$ cat src/design/mpq_pkg.sv
`default_nettype none
// ----------------------------------------------------------------------------
// mpq_pkg
// Shared types and constants of the MPQ block cipher: the key table, its
// generator, and the structs that pass between the cipher's modules.
// ----------------------------------------------------------------------------
package mpq_pkg;

    // Key table geometry.
    localparam int TBL_DEPTH = 256;
    localparam int TBL_AW    = 8;
    localparam int WORD_W    = 32;

    // Direction register codes.
    localparam logic DIR_ENCRYPT = 1'b0;
    localparam logic DIR_DECRYPT = 1'b1;

    // Cipher constants.
    localparam logic [31:0] SEED_INIT = 32'hEEEE_EEEE;
    localparam logic [31:0] KEY_ADD   = 32'h1111_1111;
    localparam logic [31:0] SEED_ADD  = 32'd3;

    // Table generator constants.
    localparam logic [31:0] GEN_INIT  = 32'h0010_0001;
    localparam logic [31:0] GEN_MOD   = 32'h002A_AAAB;
    localparam logic [31:0] GEN_MUL   = 32'd125;
    localparam logic [31:0] GEN_ADD   = 32'd3;
    localparam int          GEN_TABS  = 5;

    typedef logic [TBL_DEPTH-1:0][WORD_W-1:0] t_tbl;

    // Builds the fifth of the five generator tables; evaluated at elaboration.
    function automatic t_tbl build_key_table();
        t_tbl        tbl;
        logic [31:0] s;
        logic [15:0] hi;
        tbl = '0;
        s   = GEN_INIT;
        for (int row = 0; row < TBL_DEPTH; row++) begin
            for (int tab = 0; tab < GEN_TABS; tab++) begin
                s  = (GEN_MUL * s + GEN_ADD) % GEN_MOD;
                hi = s[15:0];
                s  = (GEN_MUL * s + GEN_ADD) % GEN_MOD;
                if (tab == GEN_TABS - 1) begin
                    tbl[row] = {hi, s[15:0]};
                end
            end
        end
        return tbl;
    endfunction

    localparam t_tbl KEY_TABLE = build_key_table();

    // Write port of the table load sweep.
    typedef struct packed {
        logic              we;
        logic [TBL_AW-1:0] addr;
        logic [WORD_W-1:0] data;
        logic              done;
    } t_fill_port;

    // One word held in the seed stage.
    typedef struct packed {
        logic [WORD_W-1:0] word;
        logic [WORD_W-1:0] key;
        logic              start;
        logic              last;
    } t_s1_item;

endpackage
`default_nettype wire

$ cat src/design/mpq_seed_unit.sv
`default_nettype none
// ----------------------------------------------------------------------------
// mpq_seed_unit
// Seed stage of the cipher: mixes the table word into the running seed,
// forms the result word and absorbs the plaintext word into the seed.
// ----------------------------------------------------------------------------
module mpq_seed_unit (
    input  wire logic                          i_clk,
    input  wire logic                          i_rst_n,
    input  wire logic                          i_adv,
    input  wire mpq_pkg::t_s1_item             i_item,
    input  wire logic [mpq_pkg::WORD_W-1:0]    i_tbl,
    input  wire logic                          i_dir,
    output logic      [mpq_pkg::WORD_W-1:0]    o_result
);

    logic [mpq_pkg::WORD_W-1:0] r_seed;
    logic [mpq_pkg::WORD_W-1:0] n_seed;
    logic [mpq_pkg::WORD_W-1:0] seed_mix;
    logic [mpq_pkg::WORD_W-1:0] result;
    logic [mpq_pkg::WORD_W-1:0] plain;

    // A start word restarts the seed chain.
    always_comb begin
        seed_mix = (i_item.start ? mpq_pkg::SEED_INIT : r_seed) + i_tbl;
        result   = i_item.word ^ (seed_mix + i_item.key);
        plain    = (i_dir == mpq_pkg::DIR_DECRYPT) ? result : i_item.word;
        n_seed   = seed_mix + plain + {seed_mix[mpq_pkg::WORD_W-6:0], 5'd0}
                   + mpq_pkg::SEED_ADD;
    end

    // The seed moves on when the word leaves this stage.
    always_ff @(posedge i_clk) begin
        if (!i_rst_n) begin
            r_seed <= mpq_pkg::SEED_INIT;
        end else if (i_adv) begin
            r_seed <= n_seed;
        end
    end

    assign o_result = result;

endmodule
`default_nettype wire

$ cat config.mk
export PLATFORM = sky130hd
export DESIGN_NAME = mpq_seed_unit
export DESIGN_NICKNAME = d
export VERILOG_FILES = /design/src/design/mpq_pkg.sv /design/src/design/mpq_seed_unit.sv
export SDC_FILE = /design/constraint.sdc
export NUM_CORES = 1
export LEC_CHECK = 0
export BUFFER_PORTS_ARGS = -buffer_cell sky130_fd_sc_hd__buf_2
export CORE_ASPECT_RATIO = 1.1
export CORE_UTILIZATION = 45
export CTS_CLUSTER_DIAMETER = 120
export DETAILED_ROUTE_END_ITERATION = 10
export GPL_ROUTABILITY_DRIVEN = 0
export PLACE_DENSITY = 0.63
export SYNTH_ARGS = -nofsm -noshare
export SYNTH_HDL_FRONTEND = slang
export SYNTH_SLANG_ARGS = --single-unit
$ cat constraint.sdc
create_clock -name i_clk -period 10.1 [get_ports i_clk]
set_clock_uncertainty 0.05 [all_clocks]
set_input_delay 2.02 -clock i_clk [delete_from_list [all_inputs] [get_ports i_clk]]
set_output_delay 2.02 -clock i_clk [all_outputs]
set_load 0.05 [all_outputs]
==> results.ini, run 1 <==
[synthesis]
ys_async_sr_fraction=0
synth_compound_area_frac=0.264
mappedNetlistNets=1153
synth_mux_area_frac=0.0501
yosysWarningCount=0
synth_top_family_by_area=compound AO/OA/AOI/OAI gates
synth_edf_count=0
synth_fa_ha_area_frac=0.249
yosys.area_share.xor_xnor=0.147
netlist_instances=920
synth_ff_type=dfxtp_1
synth.cell_area_mm2=0.00744
synthSimpleGateAreaFrac=0.169
ys_seq_elements=32
synth_cell_types=73
ys_seq_area_frac=0.0861
syn_area_per_cell_um2=8.09

[die]
io-pin-count=134
die_h_um=137
core_mm2=0.0159
fp.dieW_um=125
dieArea_mm2=0.0171
start_util=0.468
num_rows=48

[clocking]
cts-hold-fix-buffers=0
clockBufferDepth=2
path_clk_slew_ns=0.05
clock_latency_ns=0.28
cts_root_buffer=clkbuf_16
numCtsBuffers=5
cts_resized=0
cts_tree=yes
h-tree-depth=2
cts_post_setup_buffers_inserted=0
cts.sinks=32

[drt]
drc=0
drt_iter0_drc=299
post_drt_wl_per_cell_um=15.9
drt_pass1_iterations=4
totalWireLength_um=20000
vias=6925
antenna_left=0
via_per_inst=5.52

[outcome]
outcome=finished clean

[critical_path]
startpoint=i_item[1]
crit_path_end_kind=output pin
cp_max_fo=11
required_ns=8.03
reg2reg_from=r_seed[3]$_SDFFE_PN1P_
endpoint=o_result[31]
reg2reg_to=r_seed[31]$_SDFFE_PN1P_
crit_type=input pin to output pin
cp.arrival_ns=7.52
r2r_slack_ns=2.15
cp-start-kind=input pin
worstRegToRegCells=33

[finish]
synthToLayoutAreaGrowth_pct=15.1
largest_register_ffs=32
n_antenna_cell=0
drive_gt1_frac=0.229
top_regs=r_seed: 32 flops
regMostFlops=r_seed
nets=1288
stdcell_count=1255
fill_cells=1549
multiInputGateArea_mm2=0.00655
regArea_um2=641

[placed_design]
portBuffers=132
hpwl_um=16700
placed_cells=1248

[sta]
fmax_mhz=104
slew_headroom=0.410
finalCriticalPeriod_ns=9.59
setup_viol=0
tightest_slew_ns=0.880
tns_ns=0
period_share=0.950
maxSlewViolCount=0
grt_setup_unrepaired=no
hold_viol_final=0

[global_routing]
grt_max_degree=39
antenna_found_initial=0
grt_pass1_wl_um=32700
overflow=0
track_usage=0.237
grt_pass1_vias=6751

[worst_hold_path]
hold_path_class=flip-flop to flip-flop

[job]
maxCapViolCount=0

-- placed cells by master (no fill, tap or decap), types with 4 or more instances in the layout --
master and n:
nor2_1 59, o21ai_0 40, o211ai_1 8, o21ai_1 12, ha_1 102, nand4_1 4, xnor2_1 77, a21oi_1 77
or2_2 26, nor4_1 4, xor2_1 39, a211oi_1 5, mux2_2 26, nand2_1 61, buf_2 132, inv_1 43
and3_1 9, a31oi_1 8, nor3_1 12, clkbuf_16 5, o211ai_2 4, buf_4 21, a21oi_2 7, a21boi_0 4
a211o_1 4, nand2b_1 19, nand3_1 21, o21bai_1 17, dfxtp_1 32, nor2b_1 21, a21o_1 43, o21a_1 16
fa_1 29, mux2i_1 8
-- worst min-delay path by stage --
stage / startpoint / to / slack (ns) / depth (start not counted)
floorplan: r_seed[25]$_SDFFE_PN1P_ / r_seed[25]$_SDFFE_PN1P_ / 0.38 / 1
global placement: r_seed[30]$_SDFFE_PN1P_ / r_seed[30]$_SDFFE_PN1P_ / 0.40 / 2
detailed placement: r_seed[13]$_SDFFE_PN1P_ / r_seed[13]$_SDFFE_PN1P_ / 0.40 / 1
CTS: r_seed[13]$_SDFFE_PN1P_ / r_seed[13]$_SDFFE_PN1P_ / 0.41 / 1
global route: r_seed[0]$_SDFFE_PN0P_ / r_seed[0]$_SDFFE_PN0P_ / 0.45 / 2
finish: r_seed[13]$_SDFFE_PN1P_ / r_seed[13]$_SDFFE_PN1P_ / 0.41 / 1
-- Yosys cell counts, types with 9 or more instances --
cell | number | area [um^2]
a21o_1 | 43 | 323
a21oi_1 | 77 | 385
and3_1 | 9 | 56.3
clkbuf_1 | 21 | 78.8
dfxtp_1 | 32 | 641
fa_1 | 29 | 581
ha_1 | 102 | 1280
inv_1 | 43 | 161
mux2_2 | 26 | 293
nand2_1 | 61 | 229
nand2b_1 | 19 | 119
nand3_1 | 21 | 105
nor2_1 | 59 | 221
nor2b_1 | 21 | 131
nor3_1 | 12 | 60.1
o21a_1 | 16 | 120
o21ai_0 | 40 | 200
o21ai_1 | 12 | 60.1
o21bai_1 | 17 | 128
or2_2 | 26 | 163
xnor2_1 | 77 | 674
xor2_1 | 39 | 342
-- cell families after synthesis --
logic type | count (synthesis)
buffers and inverters | 69
XOR/XNOR | 119
AO/OA/AOI/OAI | 283
multiplexers | 34
adder cells (fa/ha/maj) | 131
AND/OR/NAND/NOR | 252
flip-flops | 32
-- through the flow --
step | utilization | setup WS, ns | instance area (um^2) | hold WS [ns]
global route | 0.539 | 0.0552 | 8570 | 0.454
floorplan | - | 0.369 | 7440 | 0.382
global placement | 0.529 | 0.308 | 8420 | 0.398
detailed placement | 0.529 | 0.222 | 8420 | 0.397
finish | 0.539 | 0.509 | 8570 | 0.407
CTS | 0.539 | 0.495 | 8570 | 0.410
-- cell type report --
cell class                 count  area share
multi-input combinational    819       0.764
timing repair buffer         153      0.0955
sequential                    32      0.0747
tap                          200      0.0292
inverter                      44      0.0193
clock buffer                   7      0.0178
-- layer usage --
| layer | track usage | up-vias | part of all wire |
|---|---|---|---|
| li1 | - | 3593 | - |
| met4 | 0.0509 | 0 | 0.017 |
| met5 | 0 | - | 0 |
| met3 | 0.0262 | 21 | 0.040 |
| met2 | 0.416 | 143 | 0.47 |
| met1 | 0.313 | 3168 | 0.48 |
-- critical path, cell delays in order --
cell and delay, ns:
buf_2 0.17, or2_2 0.31, ha_1 0.30, a211oi_1 0.25, o21bai_1 0.14, o311ai_1 0.38
nand3_1 0.21, a31oi_1 0.41, o21ai_0 0.23, a21o_1 0.21, a21oi_1 0.16, xnor2_1 0.21
ha_1 0.48, nand4_1 0.22, nor2_1 0.19, nand2_1 0.07, o22ai_1 0.13, a211oi_1 0.07
buf_4 0.17, a21oi_1 0.20, o22ai_1 0.19, xnor2_1 0.33, xor2_1 0.17, buf_2 0.27
Power of run 1 is not shown: default switching activity piles up to over one toggle a cycle in this logic, so the estimate is an artifact.
==> inputs of run 2 (changes only) <==
--- a/config.mk
+++ b/config.mk
@@ -7,11 +7,11 @@
 export LEC_CHECK = 0
 export BUFFER_PORTS_ARGS = -buffer_cell sky130_fd_sc_hd__buf_2
 export CORE_ASPECT_RATIO = 1.1
-export CORE_UTILIZATION = 45
+export CORE_UTILIZATION = 44
 export CTS_CLUSTER_DIAMETER = 120
 export DETAILED_ROUTE_END_ITERATION = 10
 export GPL_ROUTABILITY_DRIVEN = 0
-export PLACE_DENSITY = 0.63
+export PLACE_DENSITY = 0.61
 export SYNTH_ARGS = -nofsm -noshare
 export SYNTH_HDL_FRONTEND = slang
 export SYNTH_SLANG_ARGS = --single-unit
==> run 2 against run 1 <==
Worst hold slack better by 0.0071 ns. Via count grew 0.52%. Count of clock-buffer cells in the layout decreased by 2. Non-clock buffer count shrank 1. First-iteration DRC count grew 22%.
==> results.ini, run 2 (synthesized netlist as in run 1, its figures left out) <==
[outcome]
outcome=finished clean

[clocking]
cts_resized=0  ; unchanged
clockBufferDepth=2  ; unchanged
cts_tree=yes
cts_root_buffer=clkbuf_16
cts.sinks=32  ; unchanged
clock_latency_ns=0.28  ; about the same
numCtsBuffers=5  ; unchanged
h-tree-depth=2  ; unchanged
cts-hold-fix-buffers=0  ; unchanged
path_clk_slew_ns=0.05  ; about the same
cts_post_setup_buffers_inserted=0  ; unchanged

[sta]
hold_viol_final=0  ; unchanged
period_share=0.946  ; -0.00395
fmax_mhz=105  ; +0.42%
grt_setup_unrepaired=no
tightest_slew_ns=0.875  ; -0.00559 ns
setup_slack_ns=0.549  ; +0.0399 ns
finalCriticalPeriod_ns=9.55  ; -0.0399 ns
maxSlewViolCount=0  ; unchanged
setup_viol=0  ; unchanged
tns_ns=0  ; unchanged
slew_headroom=0.413  ; +0.00375

[die]
num_rows=49  ; +2.1%
die_h_um=138  ; +1.1%
dieArea_mm2=0.0174  ; +2.2%
core_mm2=0.0164  ; +3.2%
start_util=0.453  ; -0.0147
fp.dieW_um=126  ; +1.1%
io-pin-count=134  ; unchanged

[drt]
drc=0  ; unchanged
via_per_inst=5.53  ; +0.28%
totalWireLength_um=20400  ; +2.2%
vias=6961  ; +0.52%
post_drt_wl_per_cell_um=16.2  ; +1.9%
antenna_left=0  ; unchanged
drt_pass1_iterations=5  ; +1
drt_iter0_drc=366  ; +22%

[critical_path]
cpPeakStageDelay_ns=0.48  ; about the same
worstRegToRegCells=33  ; unchanged
reg2reg_from=r_seed[3]$_SDFFE_PN1P_
crit_path_end_kind=output pin
startpoint=i_item[1]
crit_family=compound AO/OA/AOI/OAI gates
cp-start-kind=input pin
crit_slowest_cell=ha_1
path_cells=buf_2, or2_2, ha_1, a211oi_1, o21bai_1, o311ai_1, nand3_1, a31oi_1, o21ai_0, a21o_1, a21oi_1, xnor2_1, ha_1, nand4_1, nor2_1, nand2_1, o22ai_1, a211oi_1, buf_4, a21oi_1, o22ai_1, xnor2_1, xor2_1, buf_2
r2r_slack_ns=2.21  ; +0.06 ns
cp_max_fo=14  ; +3
required_ns=8.03  ; about the same
crit_buf_inv=3  ; unchanged
cp.arrival_ns=7.48  ; -0.04 ns
reg2reg_to=r_seed[31]$_SDFFE_PN1P_
crit_type=input pin to output pin

[finish]
stdcell_area_mm2=0.00855  ; -0.20%
synthToLayoutAreaGrowth_pct=14.9
n_antenna_cell=0  ; unchanged
multiInputGateArea_mm2=0.00655  ; unchanged
top_regs=r_seed: 32 flops
largest_register_ffs=32  ; unchanged
nets=1287  ; -0.078%
final_common_cell=buf_2
regArea_um2=641  ; unchanged
final_cell_mix=buf_2, ha_1, xnor2_1, a21oi_1, nand2_1
fill_cells=1647  ; +6.3%
regMostFlops=r_seed
stdcell_count=1258  ; +0.24%
drive_gt1_frac=0.229  ; -0.000731

[global_routing]
grt_pass1_wl_um=32700  ; -0.13%
track_usage=0.232  ; -0.00500
antenna_found_initial=0  ; unchanged
overflow=0  ; unchanged
grt_max_degree=39  ; unchanged
grt_pass1_vias=6659  ; -1.4%

[placed_design]
hpwl_um=17000  ; +2.1%
placed_cells=1251  ; +0.24%
place_area_mm2=0.00842  ; about the same
post-place-ws_ns=0.275  ; +0.0525 ns
portBuffers=132  ; unchanged

[job]
maxCapViolCount=0  ; unchanged

[worst_hold_path]
hold_end=r_seed[30]$_SDFFE_PN1P_
worstHoldPathCells=2  ; +1
min_from=r_seed[30]$_SDFFE_PN1P_
hold_path_class=flip-flop to flip-flop

[run 2: cell types whose count changed in the layout (fill, tap and decap cells not counted)]
cell,change
clkinvlp_4,+1
clkbuf_8,-2
clkinv_2,+1
buf_4,-1
[run 2: per-layer routing]
| metal | GRT usage | wire (um) | vias up |
|---|---|---|---|
| met1 | 0.315 | 9760 | 3237 |
| met5 | 0 | 0 | - |
| met2 | 0.407 | 9740 | 124 |
| li1 | - | - | 3586 |
| met4 | 0.0361 | 216 | 0 |
| met3 | 0.0174 | 689 | 14 |
[run 2: worst max-delay path by stage]
stage | depth (start not counted) | endpoint | slack (ns)
floorplan | 35 | r_seed[31]$_SDFFE_PN1P_ | 0.37
global placement | 34 | r_seed[31]$_SDFFE_PN1P_ | 0.31
detailed placement | 34 | r_seed[31]$_SDFFE_PN1P_ | 0.27
CTS | 34 | r_seed[31]$_SDFFE_PN1P_ | 0.54
global route | 32 | r_seed[31]$_SDFFE_PN1P_ | 0.03
finish | 24 | o_result[31] | 0.55
[run 2: worst min-delay path, stage by stage (launching register included)]
cell and delay, ns:
dfxtp_1 0.32, a21oi_1 0.06, o21ai_0 0.06
[run 2: per-stage QoR]
step           hold slack [ns]   util
2_1_floorplan            0.382      -
3_3_place_gp             0.396  0.512
3_5_place_dp             0.403  0.512
4_1_cts                  0.416  0.521
5_1_grt                  0.434  0.521
6_report                 0.414  0.521
[run 2: final cells by class]
| cell class | count | area share |
|---|---|---|
| flip-flops and latches | 32 | 0.0749 |
| clock buffers | 5 | 0.0146 |
| clock inverters | 2 | 0.00146 |
| repair buffers | 152 | 0.0948 |
| multi-input cells | 819 | 0.765 |
| well taps | 204 | 0.0298 |
| inverters | 44 | 0.0193 |
Power of run 2 is left out for the same reason.
==> inputs of run 3 (changes only) <==
==> constraint.sdc (replaced) <==
create_clock -name i_clk -period 9.4 [get_ports i_clk]
set_clock_uncertainty 0.05 [all_clocks]
set_input_delay 1.88 -clock i_clk [delete_from_list [all_inputs] [get_ports i_clk]]
set_output_delay 1.88 -clock i_clk [all_outputs]
set_load 0.05 [all_outputs]
==> run 3 against run 2 <==
Count of clock-buffer cells in the layout is the same. Sequential share of layout area down 0.42 points. Non-clock buffer count rose by 40. Core utilization up 3.1 points. Setup slack got worse by 0.17 ns. Cell count increased by 3.3%. First-iteration DRC count decreased by 14%. Worst hold slack better by 0.00090 ns. Flip-flop and latch count unchanged.
==> results.ini, run 3 (synthesized netlist as in run 1, its figures left out) <==
[global_routing]
overflow=0  ; unchanged
grt_pass1_vias=6995  ; +5.0%
grt_pass1_wl_um=34000  ; +3.9%
track_usage=0.241  ; +0.00872
antenna_found_initial=0  ; unchanged
grt_max_degree=37  ; -5.1%

[finish]
nets=1327  ; +3.1%
fill_cells=1575  ; -4.4%
n_antenna_cell=0  ; unchanged
synthToLayoutAreaGrowth_pct=21.8
drive_gt1_frac=0.281  ; +0.0526
top_regs=r_seed: 32 flops
final_common_cell=buf_2
regMostFlops=r_seed
final_cell_mix=buf_2, ha_1, xnor2_1
largest_register_ffs=32  ; unchanged

[die]
die_h_um=138  ; unchanged
start_util=0.453  ; unchanged
io-pin-count=134  ; unchanged
num_rows=49  ; unchanged
dieArea_mm2=0.0174  ; unchanged
core_mm2=0.0164  ; unchanged
fp.dieW_um=126  ; unchanged

[sta]
fmax_mhz=111
period_share=0.960
hold_viol_final=0  ; unchanged
tightest_slew_ns=0.862  ; -0.0128 ns
maxSlewViolCount=0  ; unchanged
finalCriticalPeriod_ns=9.02
tns_ns=0  ; unchanged
slew_headroom=0.422  ; +0.00859
setup_viol=0  ; unchanged

[critical_path]
r2r_slack_ns=1.84  ; -0.37 ns
cp.arrival_ns=9.13  ; +1.65 ns
worstRegToRegCells=33  ; unchanged
reg2reg_to=r_seed[31]$_SDFFE_PN1P_
cpMostUsedCell=a21o_1
crit_type=input pin to flip-flop
crit_path_end_kind=flip-flop
reg2reg_from=r_seed[2]$_SDFFE_PN1P_
crit_slowest_cell=xor3_2
cpPeakStageDelay_ns=0.55  ; +0.07 ns
required_ns=9.51  ; +1.48 ns
cp-start-kind=input pin
cp_max_fo=14  ; unchanged

[worst_hold_path]
hold_path_class=flip-flop to flip-flop
worstHoldPathCells=1  ; -1
min_from=r_seed[25]$_SDFFE_PN1P_
hold_end=r_seed[25]$_SDFFE_PN1P_

[clocking]
cts_tree=yes
path_clk_slew_ns=0.06  ; about the same
h-tree-depth=2  ; unchanged
clock_latency_ns=0.28  ; about the same
cts-hold-fix-buffers=0  ; unchanged
clockBufferDepth=2  ; unchanged
cts.sinks=32  ; unchanged
cts_root_buffer=clkbuf_16
numCtsBuffers=5  ; unchanged

[outcome]
outcome=finished clean

[drt]
antenna_left=0  ; unchanged
drt_iter0_drc=316  ; -14%
via_per_inst=5.55  ; +0.27%
drc=0  ; unchanged
vias=7207  ; +3.5%
drt_pass1_iterations=5  ; unchanged
post_drt_wl_per_cell_um=16.2  ; +0.14%
totalWireLength_um=21100  ; +3.4%

[job]
maxCapViolCount=0  ; unchanged

[placed_design]
hpwl_um=17800  ; +4.7%
portBuffers=132  ; unchanged

run 3: cell count changes in the layout (fill, tap and decap cells not counted), moves of 2 or more:
cell	delta
nor2_1	-2
a21oi_1	-8
a21oi_2	+7
xnor2_1	-7
buf_4	+40
ha_1	-2
xnor2_2	+7
nor2_2	+2
run 3: repair_timing:
action                                 CTS  global route
setup endpoints to repair                0             5
setup buffers                            0             6
endpoints found under the hold margin    0             0
gates resized for setup                  0            31
run 3: worst max path at each step:
stage,start,cells past startpoint,end
2_1_floorplan,i_item[1],32,r_seed[31]$_SDFFE_PN1P_
3_3_place_gp,i_item[1],34,r_seed[31]$_SDFFE_PN1P_
3_5_place_dp,i_item[1],34,r_seed[31]$_SDFFE_PN1P_
4_1_cts,i_item[1],34,r_seed[31]$_SDFFE_PN1P_
5_1_grt,i_item[1],35,r_seed[31]$_SDFFE_PN1P_
6_report,i_item[1],35,r_seed[31]$_SDFFE_PN1P_
run 3: area by class of cell:
type                            count  area (um^2)  area share
Tap cell                          204          255      0.0281
Sequential cell                    32          641      0.0706
Multi-Input combinational cell    819         6730       0.742
Timing Repair Buffer              192         1110       0.123
Clock inverter                      3         42.5     0.00469
Inverter                           44          165      0.0182
Clock buffer                        5          125      0.0138
run 3: per-layer routing:
layer  global-route usage  routed length (um)  vias to the layer above
met1                0.316                9850                     3343
met5                    0                   0                        -
met4               0.0679                 552                        0
met2                0.418                9980                      167
met3               0.0221                 718                       30
li1                     -                   -                     3667
run 3: worst max-delay path, delay by kind of cell:
kind / cells / cell delay (ns)
compound gates: 18 / 2.85
xor+xnor: 4 / 1.08
fa+ha+maj: 4 / 1.52
buf+inv: 4 / 0.59
mux: 1 / 0.29
simple gates: 4 / 0.89
run 3: metrics by stage:
stage | hold WS (ns) | std cells | instance area, um^2 | utilization | setup slack [ns]
floorplan | 0.382 | 920 | 7460 | - | 0.0596
global placement | 0.395 | 1285 | 8690 | 0.529 | 0.0257
detailed placement | 0.402 | 1285 | 8690 | 0.529 | -0.0547
CTS | 0.415 | 1293 | 8850 | 0.539 | 0.208
global route | 0.438 | 1299 | 9070 | 0.552 | -0.0458
finish | 0.415 | 1299 | 9070 | 0.552 | 0.376
Power of run 3 is left out for the same reason.
